==> src/bscp_pkg.sv <==
// Shared types, offsets and tag tables for the boot sector capacity parser.
package bscp_pkg;

  typedef struct packed {
    logic [7:0] sector_byte;
    logic       last_byte;
  } in_item_t;

  typedef struct packed {
    logic [31:0] disk_blocks;
    logic [1:0]  count_source;
  } out_item_t;

  localparam logic [1:0] SRC_NONE  = 2'd0;
  localparam logic [1:0] SRC_FAT   = 2'd1;
  localparam logic [1:0] SRC_TABLE = 2'd2;

  localparam logic [9:0] SMALL_TOTAL_AT = 10'd19;
  localparam logic [9:0] LARGE_TOTAL_AT = 10'd32;
  localparam logic [9:0] SHORT_TAG_AT   = 10'd54;
  localparam logic [9:0] LONG_TAG_AT    = 10'd82;
  localparam logic [9:0] TABLE_AT       = 10'h1BE;
  localparam logic [9:0] TABLE_END      = 10'h1FE;
  localparam logic [9:0] SIG_AT         = 10'd510;
  localparam logic [9:0] SECTOR_BYTES   = 10'd512;

  localparam logic [7:0]  JMP_SHORT    = 8'hEB;
  localparam logic [7:0]  JMP_NEAR     = 8'hE9;
  localparam logic [7:0]  CALL_NEAR    = 8'hE8;
  localparam logic [7:0]  SIG_LO       = 8'h55;
  localparam logic [7:0]  SIG_HI       = 8'hAA;
  localparam logic [31:0] SMALL_LIMIT  = 32'h0001_0000;

  function automatic logic [7:0] short_tag_byte(input logic [1:0] idx);
    logic [7:0] b;
    unique case (idx)
      2'd0:    b = 8'h46;
      2'd1:    b = 8'h41;
      default: b = 8'h54;
    endcase
    return b;
  endfunction

  function automatic logic [7:0] long_tag_byte(input logic [2:0] idx);
    logic [7:0] b;
    unique case (idx)
      3'd0:    b = 8'h46;
      3'd1:    b = 8'h41;
      3'd2:    b = 8'h54;
      3'd3:    b = 8'h33;
      3'd4:    b = 8'h32;
      default: b = 8'h20;
    endcase
    return b;
  endfunction

endpackage

==> src/bscp_scan.sv <==
// Per-byte field capture, tag match, partition end tracking and result decode.
module bscp_scan
  import bscp_pkg::*;
(
  input  logic      clk,
  input  logic      rst_n,
  input  logic      fire,
  input  in_item_t  item,
  output logic      res_load,
  output out_item_t res_item
);

  logic [9:0]  pos_r, pos_nxt;
  logic        jump_r, jump_nxt;
  logic        short_ok_r, short_ok_nxt;
  logic        long_ok_r, long_ok_nxt;
  logic [31:0] large_r, large_nxt;
  logic [15:0] small_r, small_nxt;
  logic [31:0] start_r, start_nxt;
  logic [31:0] len_r, len_nxt;
  logic [31:0] largest_r, largest_nxt;
  logic [7:0]  sig_r, sig_nxt;

  logic        take;
  logic [7:0]  b;
  logic [9:0]  short_off, long_off, tbl_off;
  logic [3:0]  ent_r;
  logic [31:0] end_sum;
  logic        sig_ok;
  logic        fat_rec;

  assign b         = item.sector_byte;
  assign take      = fire && !pos_r[9];
  assign short_off = pos_r - SHORT_TAG_AT;
  assign long_off  = pos_r - LONG_TAG_AT;
  assign tbl_off   = pos_r - TABLE_AT;
  assign ent_r     = tbl_off[3:0];

  always_comb begin
    pos_nxt      = pos_r;
    jump_nxt     = jump_r;
    short_ok_nxt = short_ok_r;
    long_ok_nxt  = long_ok_r;
    large_nxt    = large_r;
    small_nxt    = small_r;
    start_nxt    = start_r;
    len_nxt      = len_r;
    sig_nxt      = sig_r;
    if (take) begin
      pos_nxt = pos_r + 10'd1;
      if (pos_r == 10'd0) begin
        jump_nxt = (b == JMP_SHORT) || (b == JMP_NEAR) || (b == CALL_NEAR);
      end
      if (pos_r == SMALL_TOTAL_AT) begin
        small_nxt[7:0] = b;
      end
      if (pos_r == SMALL_TOTAL_AT + 10'd1) begin
        small_nxt[15:8] = b;
      end
      if (pos_r >= LARGE_TOTAL_AT && pos_r < LARGE_TOTAL_AT + 10'd4) begin
        large_nxt[{pos_r[1:0], 3'b000} +: 8] = b;
      end
      if (pos_r >= SHORT_TAG_AT && pos_r < SHORT_TAG_AT + 10'd3 &&
          b != short_tag_byte(short_off[1:0])) begin
        short_ok_nxt = 1'b0;
      end
      if (pos_r >= LONG_TAG_AT && pos_r < LONG_TAG_AT + 10'd8 &&
          b != long_tag_byte(long_off[2:0])) begin
        long_ok_nxt = 1'b0;
      end
      if (pos_r >= TABLE_AT && pos_r < TABLE_END) begin
        if (ent_r[3:2] == 2'b10) begin
          start_nxt[{ent_r[1:0], 3'b000} +: 8] = b;
        end else if (ent_r[3:2] == 2'b11) begin
          len_nxt[{ent_r[1:0], 3'b000} +: 8] = b;
        end
      end
      if (pos_r == SIG_AT) begin
        sig_nxt = b;
      end
      if (pos_r == SIG_AT + 10'd1) begin
        sig_nxt = {7'd0, (b == SIG_HI) && (sig_r == SIG_LO)};
      end
    end
  end

  assign end_sum = start_r + len_nxt;

  always_comb begin
    largest_nxt = largest_r;
    if (take && pos_r >= TABLE_AT && pos_r < TABLE_END && ent_r == 4'hF &&
        end_sum > largest_r) begin
      largest_nxt = end_sum;
    end
  end

  assign sig_ok  = (pos_nxt >= SECTOR_BYTES) && (sig_nxt == 8'd1);
  assign fat_rec = jump_nxt && (short_ok_nxt || long_ok_nxt);

  always_comb begin
    res_item.disk_blocks  = 32'd0;
    res_item.count_source = SRC_NONE;
    if (sig_ok) begin
      if (fat_rec) begin
        res_item.disk_blocks  = (large_nxt < SMALL_LIMIT) ? {16'd0, small_nxt} : large_nxt;
        res_item.count_source = SRC_FAT;
      end else begin
        res_item.disk_blocks  = largest_nxt;
        res_item.count_source = SRC_TABLE;
      end
    end
  end

  assign res_load = fire && item.last_byte;

  always_ff @(posedge clk) begin
    if (!rst_n || res_load) begin
      pos_r      <= '0;
      jump_r     <= 1'b0;
      short_ok_r <= 1'b1;
      long_ok_r  <= 1'b1;
      large_r    <= '0;
      small_r    <= '0;
      start_r    <= '0;
      len_r      <= '0;
      largest_r  <= '0;
      sig_r      <= '0;
    end else begin
      pos_r      <= pos_nxt;
      jump_r     <= jump_nxt;
      short_ok_r <= short_ok_nxt;
      long_ok_r  <= long_ok_nxt;
      large_r    <= large_nxt;
      small_r    <= small_nxt;
      start_r    <= start_nxt;
      len_r      <= len_nxt;
      largest_r  <= largest_nxt;
      sig_r      <= sig_nxt;
    end
  end

  a_pos_sat: assert property (@(posedge clk) disable iff (!rst_n)
    pos_r <= SECTOR_BYTES)
    else $error("byte position past sector size");

  a_clear_after_last: assert property (@(posedge clk) disable iff (!rst_n)
    res_load |=> (pos_r == 10'd0) && (largest_r == 32'd0) && short_ok_r && long_ok_r)
    else $error("scan state not cleared after last byte");

  a_short_sector: assert property (@(posedge clk) disable iff (!rst_n)
    (res_load && pos_nxt < SECTOR_BYTES) |-> (res_item.count_source == SRC_NONE))
    else $error("short sector reported a count");

  a_none_is_zero: assert property (@(posedge clk) disable iff (!rst_n)
    (res_load && res_item.count_source == SRC_NONE) |-> (res_item.disk_blocks == 32'd0))
    else $error("nonzero count without signature");

endmodule

==> src/bscp_outreg.sv <==
// Result register with valid/ready hold.
module bscp_outreg
  import bscp_pkg::*;
(
  input  logic      clk,
  input  logic      rst_n,
  input  logic      load,
  input  out_item_t load_item,
  input  logic      out_ready,
  output logic      out_valid,
  output out_item_t out_item
);

  logic      valid_r;
  out_item_t item_r;

  always_ff @(posedge clk) begin
    if (!rst_n) begin
      valid_r <= 1'b0;
    end else if (load) begin
      valid_r <= 1'b1;
    end else if (out_ready) begin
      valid_r <= 1'b0;
    end
  end

  always_ff @(posedge clk) begin
    if (load) begin
      item_r <= load_item;
    end
  end

  assign out_valid = valid_r;
  assign out_item  = item_r;

  a_no_overwrite: assert property (@(posedge clk) disable iff (!rst_n)
    (valid_r && !out_ready) |-> !load)
    else $error("result overwritten before taken");

  a_source_range: assert property (@(posedge clk) disable iff (!rst_n)
    valid_r |-> (item_r.count_source != 2'd3))
    else $error("invalid count source code");

  a_hold: assert property (@(posedge clk) disable iff (!rst_n)
    (valid_r && !out_ready) |=> valid_r && $stable(item_r))
    else $error("pending result changed");

endmodule

==> src/boot_sector_capacity_parser_core.sv <==
// Boot sector capacity parser top level: input register, byte scanner, result register.
// Takes sector 0 one byte per cycle and gives one result per sector, carried by the
// item marked last_byte; that item is held in the input register and its result then
// enters the result register. Throughput is one byte per cycle, set by the single-pass
// scan stage between the input and result registers; the pipe holds only while a result
// sits in the result register untaken, and one further byte is still taken into the input
// register during that hold. Bytes beyond 512 are ignored except for their last mark,
// and missing bytes count as zero, so a short sector reports no signature.
module boot_sector_capacity_parser_core
  import bscp_pkg::*;
(
  input  logic      clk,
  input  logic      rst_n,
  input  logic      in_valid,
  output logic      in_ready,
  input  in_item_t  in_item,
  output logic      out_valid,
  input  logic      out_ready,
  output out_item_t out_item
);

  logic      in_v_r;
  in_item_t  in_r;
  logic      adv;
  logic      fire;
  logic      res_load;
  out_item_t res_item;

  assign adv      = !out_valid || out_ready;
  assign fire     = in_v_r && adv;
  assign in_ready = !in_v_r || adv;

  always_ff @(posedge clk) begin
    if (!rst_n) begin
      in_v_r <= 1'b0;
    end else if (in_valid && in_ready) begin
      in_v_r <= 1'b1;
    end else if (fire) begin
      in_v_r <= 1'b0;
    end
  end

  always_ff @(posedge clk) begin
    if (in_valid && in_ready) begin
      in_r <= in_item;
    end
  end

  bscp_scan u_scan (
    .clk      (clk),
    .rst_n    (rst_n),
    .fire     (fire),
    .item     (in_r),
    .res_load (res_load),
    .res_item (res_item)
  );

  bscp_outreg u_outreg (
    .clk       (clk),
    .rst_n     (rst_n),
    .load      (res_load),
    .load_item (res_item),
    .out_ready (out_ready),
    .out_valid (out_valid),
    .out_item  (out_item)
  );

endmodule
==> config.mk <==
export PLATFORM = sky130hd
export DESIGN_NAME = boot_sector_capacity_parser_core
export DESIGN_NICKNAME = d
export VERILOG_FILES = /design/src/bscp_pkg.sv /design/src/bscp_scan.sv /design/src/bscp_outreg.sv /design/src/boot_sector_capacity_parser_core.sv
export SDC_FILE = /design/constraint.sdc
export NUM_CORES = 1
export LEC_CHECK = 0
export BUFFER_PORTS_ARGS = -buffer_cell sky130_fd_sc_hd__buf_2
export CORE_UTILIZATION = 45
export CTS_CLUSTER_SIZE = 40
export DETAILED_ROUTE_END_ITERATION = 10
export GPL_ROUTABILITY_DRIVEN = 0
export GPL_TIMING_DRIVEN = 0
export PLACE_DENSITY = 0.62
export SYNTH_ARGS = -nofsm -noshare
export SYNTH_HDL_FRONTEND = slang
export SYNTH_HIERARCHICAL = 1
export SYNTH_SLANG_ARGS = --single-unit
==> constraint.sdc <==
create_clock -name clk -period 10.25 [get_ports clk]
set_input_delay 2.05 -clock clk [delete_from_list [all_inputs] [get_ports clk]]
set_output_delay 2.05 -clock clk [all_outputs]
set_load 0.005 [all_outputs]
==> results.md, run 1 <==
| Step | Quantity | This run |
| --- | --- | --- |
| clock tree | Clock insertion delay at the later pin of the skew report | 530 ps |
| worst setup path | Number of buffer and inverter stages on the critical path | 7 |
| place | HPWL after DPL | 25000 um |
| synth | Gate count after technology mapping | 1346 |
| routing | Count of vias placed by the detailed router | 10131 |
| place | Dpl cell area | 12300 um2 |
| cells and area | Area occupied by registers | 4630 um2 |
| cells and area | Number of fill cells | 2454 |
| cells and area | Ant. Diodes | 0 |
| worst setup path | Data required time of the critical path | 10470 ps |
| worst setup path | CP peak stage delay | 520 ps |
| global route | Vias in the first global route | 9434 |
| cells and area | Post-layout net count | 1508 |
| routing | Average vias per placed instance | 5.73 |
| global route | Number of antenna violations at the first check in global routing | 1 |
| synth | Yosys cell types | 80 |
| die | Floorplan die width | 163 um |
| timing | Transition time at the pin with the least slew margin | 1120 ps |
| die | Height of the die | 163 um |
| synth | Sequential-to-total area share from yosys stat | 39.7% |
| timing | Min Clock Period, post-route | 9700 ps |
| global route | Total track usage | 25.6% |
| timing | Slew Limit Headroom | 24.7% |
| routing | WL per Instance | 19.1 um |
| worst setup path | Dominant delay contributor by cell family on the critical path | compound AO/OA/AOI/OAI gates |
| timing | Crit share post-route | 94.7% |
| timing | Minimum hold slack | 469 ps |
| routing | Number of remaining DRC errors | 0 |
| timing | Hold violation total from the final report | 0 |
| synth | Post-Syn Nets | 1434 |
| power and ir drop | Total power of the final layout | 1.77 mW |
| run status | Result of the run | finished clean |
| synth | Number of warnings reported in the yosys synthesis log | 6 |
| worst setup path | Start-to-end type of the worst setup path | in2reg |
| cells and area | Design area | 13100 um2 |
| clock tree | H-tree lvl count | 1 |
| synth | Flip-flop and latch count after synthesis | 210 |
| die | Core ar. | 25300 um2 |
| clock tree | Number of buffers created by CTS | 24 |
| cells and area | Share of layout cells above drive strength 1 | 9.04% |
| synth | Async S/R FF share, synth | 0% |
| clock tree | Clock root buffer | clkbuf_16 |
| worst setup path | Startpoint types | input pin |
| routing | Length of the first detailed-routing pass in iterations | 8 |
| cells and area | Footprint of the multi-input gates | 6420 um2 |
| clock tree | Number of hold-repair buffers added at the cts stage | 0 |
| global route | Pin count of the biggest net entering global routing | 36 |
| synth | Netlist area before placement | 11700 um2 |
| timing | RSZ-0062 raised after global routing | no |
| die | Row cnt | 58 |
| flow run | Max capacitance violation total | 0 |
| worst setup path | Most frequent cell on the critical path | buf_2 |
| synth | Cell accounting for the most synthesized area | dfxtp_1 |
| routing | Number of antenna-violating nets in the routed design | 0 |
| synth | Post-Syn Area per Cell | 8.66 um2 |
| power and ir drop | Leakage | 5.47 nW |
| worst hold path | Hold crit path type | reg2reg |
| routing | Post-detailed-routing wire length | 33800 um |
| worst setup path | Maximum fanout count along the critical path | 10 |
| worst setup path | Data arrival, critical path | 9930 ps |
| place | Port Buffer Count | 48 |
| die | Effective utilization at floorplan | 46.0% |
| worst setup path | Cell type of the slowest stage on the worst timing path | nor4_2 |
| clock tree | Clock slew at reported path FFs | 60 ps |
| clock tree | Post_cts resized | 0 |
| timing | Highest clock frequency the design can meet | 103 MHz |
| cells and area | Relative area change from synthesis to final layout | 12.4% |
| power and ir drop | Total power divided by cell area | 135 nW/um2 |
| cells and area | Number of standard cells in the layout, taps in and fillers out | 1768 |
| timing | Final number of setup-violating endpoints | 0 |
| synth | Share of the synthesized area in the top cell type | 28.7% |
| die | Die footprint | 26600 um2 |
| clock tree | Post-CTS Setup Repair Bufs | 0 |
| die | Ports placed on the boundary | 49 |
| synth | Synth Flop Type | dfxtp_1 |
| clock tree | Sink Count | 210 |
| synth | Cell types occupying the most area after synthesis | dfxtp_1, edfxtp_1, ha_1 |
| cells and area | Most common cell after layout, fill and taps aside | nor2_1 |
| routing | Drt first-iter violations | 885 |
| place | DP Cell Count | 1724 |
| global route | Congestion Overflow GR | 0 |
| cells and area | Most used cells in the layout excluding fill and tap cells | nor2_1, dfxtp_1, a21oi_1 |
| timing | Worst Skew | 12.3 ps |
| clock tree | Worst-case clock buffer depth | 3 |
| clock tree | Clock tree from TritonCTS | done |
| worst setup path | Sort of element at the end of the critical path | register |
| timing | Final max-slew violation count | 0 |
| synth | Count of flip-flops with a built-in enable after synthesis | 43 |
| global route | Wire length of the first global-routing pass | 52500 um |
| cells and area | Fraction of the core area covered by cells at the end of the flow | 51.7% |
| power and ir drop | Maximum VDD drop | 0.000114 V |
[registers in the layout, indices dropped and copies added, names as in the netlist]
| register | cells |
|---|---|
| in_r | 9 |
| in_v_r | 1 |
| u_outreg/out_item | 34 |
| u_outreg/out_valid | 1 |
| u_scan/jump_r | 1 |
| u_scan/large_r | 32 |
| u_scan/largest_r | 32 |
| u_scan/len_r | 32 |
| u_scan/long_ok_r | 1 |
| u_scan/pos_r | 10 |
| u_scan/short_ok_r | 1 |
| u_scan/sig_r | 8 |
| u_scan/small_r | 16 |
| u_scan/start_r | 32 |
[final timing paths]
path	startpoint	to	slack, ps	depth (start not counted)
max	out_ready	u_outreg/out_item[21]	550	29
max reg2reg	u_scan/pos_r[1]	u_outreg/out_item[21]	1630	26
min reg2reg	u_scan/largest_r[29]	u_scan/largest_r[29]	470	2
min	u_scan/largest_r[29]	u_scan/largest_r[29]	470	2
[worst reg2reg max path, stage by stage (launching register included)]
cell and delay (ps):
dfxtp_1 630, ha_1 370, nand2b_1 160, a211o_1 370, a2111oi_4 440, buf_1 490
nand2_1 340, a32oi_1 390, inv_1 90, ha_1 300, a211oi_1 280, o21bai_1 210
o2111ai_1 360, a21oi_1 180, o31a_1 380, a211oi_1 360, nor3_1 120, or2_2 310
ha_1 290, nand4_1 220, nor4_2 530, o21ai_0 190, a31oi_1 180, buf_2 280
buf_2 340, mux2i_1 340, o22ai_1 190
[metal layers]
metal / routed length [um] / track usage (%) / vias to the layer above / part of all wire (%)
met2: 14800 / 39.8 / 344 / 44
met5: 13 / 0 / - / 0.038
met1: 15400 / 35.6 / 4805 / 46
met3: 2280 / 3.57 / 67 / 6.7
met4: 1330 / 10.3 / 2 / 3.9
li1: - / - / 4913 / -
[power breakdown]
part	switching [mW]	leakage (nW)	internal [mW]
clock	0.352	0.389	0.492
sequential	0.00265	1.81	0.845
combinational	0.0635	3.27	0.0171
total	0.418	5.47	1.35
[synthesized netlist by cell type, types with 4 or more instances]
master and instances:
and2_1 44, nand3_1 14, o31ai_1 21, nand4_1 16, or3_1 5, buf_6 7, ha_1 74, o21ai_0 50
xor2_1 13, edfxtp_1 43, a21o_1 21, a211oi_1 28, o21bai_1 8, nor4_1 8, clkbuf_1 67, inv_1 57
a31oi_1 4, xnor2_1 23, o41ai_1 4, buf_2 8, mux2i_1 63, a21oi_1 113, nand2_1 101, nor2_1 195
and3_1 19, o22ai_1 8, o21a_1 11, a32oi_1 5, or2_2 6, a32o_1 10, nand2b_1 12, dfxtp_1 167
nor2b_1 8, nor4b_1 4, nor3_1 37
[per-stage QoR]
stage / worst slack, ps / setup TNS (ps)
6_report: 547 / 0
5_1_grt: 39.3 / 0
4_1_cts: 229 / 0
3_5_place_dp: -268 / -3030
3_3_place_gp: -236 / -2090
2_1_floorplan: 2050 / 0
[kinds of logic (layout without fill, tap and decap cells)]
logic type | after synthesis | count (layout) | synth area share, %
mux | 66 | 66 | 5.70
compound gates | 321 | 321 | 18.0
fa+ha+maj | 75 | 75 | 8.11
simple gates | 494 | 494 | 20.5
flops | 210 | 210 | 39.7
xor+xnor | 36 | 36 | 2.70
buf+inv | 144 | 236 | 5.24
[layout make-up]
type,instances,area share (%)
Multi-Input combinational cell,992,49.0
Sequential cell,210,35.4
Clock buffer,37,5.58
Tap cell,330,3.15
Buffer,86,3.00
Timing Repair Buffer,48,1.83
Inverter,58,1.66
Clock inverter,7,0.392
Note: power is estimated with default switching activity, not from simulation.
==> run 2, diff against run 1 <==
--- a/config.mk
+++ b/config.mk
@@ -5,6 +5,7 @@
 export SDC_FILE = /design/constraint.sdc
 export NUM_CORES = 1
 export LEC_CHECK = 0
+export ABC_AREA = 1
 export BUFFER_PORTS_ARGS = -buffer_cell sky130_fd_sc_hd__buf_2
 export CORE_UTILIZATION = 45
 export CTS_CLUSTER_SIZE = 40
==> run 2 against run 1 <==
Total power is 0.18% lower. Utilization down 0.76 points. Highest routed layer is now met4. Sequential share of layout area down 2.6 points. Critical path type unchanged. Via count rose by 22%. Wire length up 17%. Maximum frequency increased by 20%. Clock power shrank 2%. Synthesized cell count rose by 38%. Clock-buffer cell count decreased by 7. Setup slack improved by 1600 ps. Clock skew grew 5.4 ps.
==> results.md, run 2 <==
| Step | Quantity | This run |
| --- | --- | --- |
| clock tree | Clock insertion delay at the later pin of the skew report | 550 ps |
| synth | Count of flip-flops with a built-in enable after synthesis | 43 |
| place | Port Buffer Count | 48 |
| routing | Length of the first detailed-routing pass in iterations | 5 |
| worst setup path | Number of buffer and inverter stages on the critical path | 9 |
| timing | Highest clock frequency the design can meet | 124 MHz |
| die | Die footprint | 28900 um2 |
| routing | Number of remaining DRC errors | 0 |
| cells and area | Post-layout net count | 2021 |
| place | HPWL after DPL | 31100 um |
| routing | WL per Instance | 17.0 um |
| cells and area | Most common cell after layout, fill and taps aside | nand2_1 |
| worst hold path | Hold-critical path endpoint | u_scan/len_r[27] |
| die | Height of the die | 170 um |
| clock tree | Worst-case clock buffer depth | 3 |
| power and ir drop | Leakage | 6.91 nW |
| die | Core ar. | 27800 um2 |
| worst setup path | Capture point of the worst reg-to-reg path | u_outreg/out_item[30] |
| clock tree | Number of hold-repair buffers added at the cts stage | 0 |
| die | Ports placed on the boundary | 49 |
| synth | Cell types occupying the most area after synthesis | dfxtp_1, nand2_1, edfxtp_1 |
| synth | Cell with the most instances after synthesis | nand2_1 |
| worst setup path | Dominant delay contributor by cell family on the critical path | simple AND/OR/NAND/NOR gates |
| global route | Pin count of the biggest net entering global routing | 36 |
| power and ir drop | Maximum VDD drop | 0.000128 V |
| routing | Average vias per placed instance | 5.30 |
| synth | Number of warnings reported in the yosys synthesis log | 6 |
| cells and area | Ant. Diodes | 0 |
| synth | Commonest cells post-synth | nand2_1, nor2_1, inv_1 |
| worst setup path | Sort of element at the end of the critical path | register |
| worst hold path | Hold-critical path depth | 2 |
| synth | Flip-flop and latch count after synthesis | 210 |
| routing | Number of antenna-violating nets in the routed design | 0 |
| global route | Congestion Overflow GR | 0 |
| timing | Fin Setup TNS | 0 ps |
| power and ir drop | Total power divided by cell area | 125 nW/um2 |
| synth | Sequential-to-total area share from yosys stat | 36.5% |
| synth | Synth Flop Type | dfxtp_1 |
| worst setup path | Start-to-end type of the worst setup path | in2reg |
| clock tree | Sink Count | 210 |
| timing | Min Clock Period, post-route | 8060 ps |
| timing | Worst Skew | 17.8 ps |
| clock tree | Clock root buffer | clkbuf_16 |
| cells and area | Relative area change from synthesis to final layout | 11.5% |
| clock tree | Clock slew at reported path FFs | 60 ps |
| global route | Number of antenna violations at the first check in global routing | 0 |
| global route | Wire length of the first global-routing pass | 61900 um |
| synth | Post-Syn Nets | 1947 |
| timing | Transition time at the pin with the least slew margin | 1340 ps |
| cells and area | Number of flip-flops in the largest register | 34 |
| synth | Gate count after technology mapping | 1859 |
| worst setup path | Maximum fanout count along the critical path | 10 |
| synth | Yosys cell types | 48 |
| routing | Count of vias placed by the detailed router | 12327 |
| cells and area | Most used cells in the layout excluding fill and tap cells | nand2_1, nor2_1, inv_1 |
| timing | Slew Limit Headroom | 10.6% |
| worst setup path | Most frequent cell on the critical path | nand2_1 |
| synth | Share of the synthesized area in the top cell type | 26.3% |
| worst hold path | Hold crit path type | reg2reg |
| routing | Drt first-iter violations | 1020 |
| timing | RSZ-0062 raised after global routing | no |
| worst setup path | Reg-to-reg slack, setup | 3340 ps |
| worst setup path | Critical R2R Launch | u_scan/pos_r[0] |
| synth | Cell accounting for the most synthesized area | dfxtp_1 |
| die | Row cnt | 61 |
| routing | Post-detailed-routing wire length | 39600 um |
| place | Dpl cell area | 13400 um2 |
| synth | Async S/R FF share, synth | 0% |
| timing | Crit share post-route | 78.7% |
| worst setup path | Reg2Reg Depth | 35 |
| worst setup path | CP peak stage delay | 780 ps |
| flow run | Max capacitance violation total | 0 |
| cells and area | Share of layout cells above drive strength 1 | 8.10% |
| worst setup path | Startpoint types | input pin |
| clock tree | H-tree lvl count | 1 |
| timing | Final number of setup-violating endpoints | 0 |
| global route | Vias in the first global route | 11433 |
| timing | Final max-slew violation count | 0 |
| power and ir drop | Total power of the final layout | 1.77 mW |
| timing | Hold violation total from the final report | 0 |
| clock tree | Post-CTS Setup Repair Bufs | 0 |
| global route | Total track usage | 27.8% |
| clock tree | Number of buffers created by CTS | 24 |
| die | Effective utilization at floorplan | 45.7% |
| clock tree | Clock tree from TritonCTS | done |
| synth | Netlist area before placement | 12700 um2 |
| clock tree | Post_cts resized | 0 |
| run status | Result of the run | finished clean |
| worst hold path | Worst Hold Launch | u_scan/len_r[27] |
| synth | Post-Syn Area per Cell | 6.83 um2 |
| die | Floorplan die width | 170 um |
| worst setup path | Data required time of the critical path | 10540 ps |
| worst setup path | Data arrival, critical path | 8360 ps |
| worst setup path | Cell type of the slowest stage on the worst timing path | a21boi_0 |
| cells and area | Design area | 14200 um2 |
-- run 2: how the worst max path moves through the flow --
| stage | from | endpoint | slack, ps | cells after the start |
|---|---|---|---|---|
| after floorplan | out_ready | u_outreg/out_item[28] | 3660 | 39 |
| after global placement | out_ready | u_outreg/out_item[30] | 1690 | 38 |
| after detailed placement | out_ready | u_outreg/out_item[30] | 1660 | 35 |
| after CTS | out_ready | u_outreg/out_item[30] | 2200 | 38 |
| after global routing | out_ready | u_outreg/out_item[28] | 1490 | 35 |
| final | out_ready | u_outreg/out_item[30] | 2190 | 35 |
-- run 2: cell families after synthesis --
family | share of synthesized area, %
AOI/OAI and AO/OA | 11.4
xor gates and xnor gates | 1.10
adders and majority gates | 7.45
buffers and inverters | 8.89
DFF | 36.5
muxes | 0.631
and+or+nand+nor | 34.0
-- run 2: layout make-up --
type                    instances  area (um2)
multi-input cells            1371        6940
fillers                      2942       13600
well taps                     378         473
inverters                     225         845
clock inverters                13         114
clock buffers                  30         633
plain buffers                  53         284
flip-flops and latches        210        4630
repair buffers                 48         240
-- run 2: through the flow --
step | instances | utilization, % | worst slack (ps) | hold slack, ps
final | 2328 | 51.0 | 2190 | 468
after global routing | 2328 | 51.0 | 1490 | 495
after CTS | 2328 | 51.0 | 2200 | 470
after detailed placement | 2285 | 48.3 | 1660 | 460
after global placement | 2285 | 48.3 | 1690 | 452
after floorplan | 1859 | - | 3660 | 432
-- run 2: where the power goes --
part | switching [mW] | internal, mW
logic | 0.0737 | 0.0170
clock network | 0.361 | 0.465
registers | 0.00667 | 0.846
total | 0.442 | 1.33
-- run 2: worst register-to-register path, delay by kind of cell (launching register included) --
kind,cells,cell delay [ps]
and+or+nand+nor,18,2500
buffers and inverters,10,2010
adders and majority gates,3,1010
AOI/OAI and AO/OA,4,730
DFF,1,420
-- run 2: metal layers --
layer	GRT usage [%]	part of all wire, %
met5	0	0
met4	9.05	3.0
met3	3.09	5.7
met2	45.4	45
met1	38.2	47
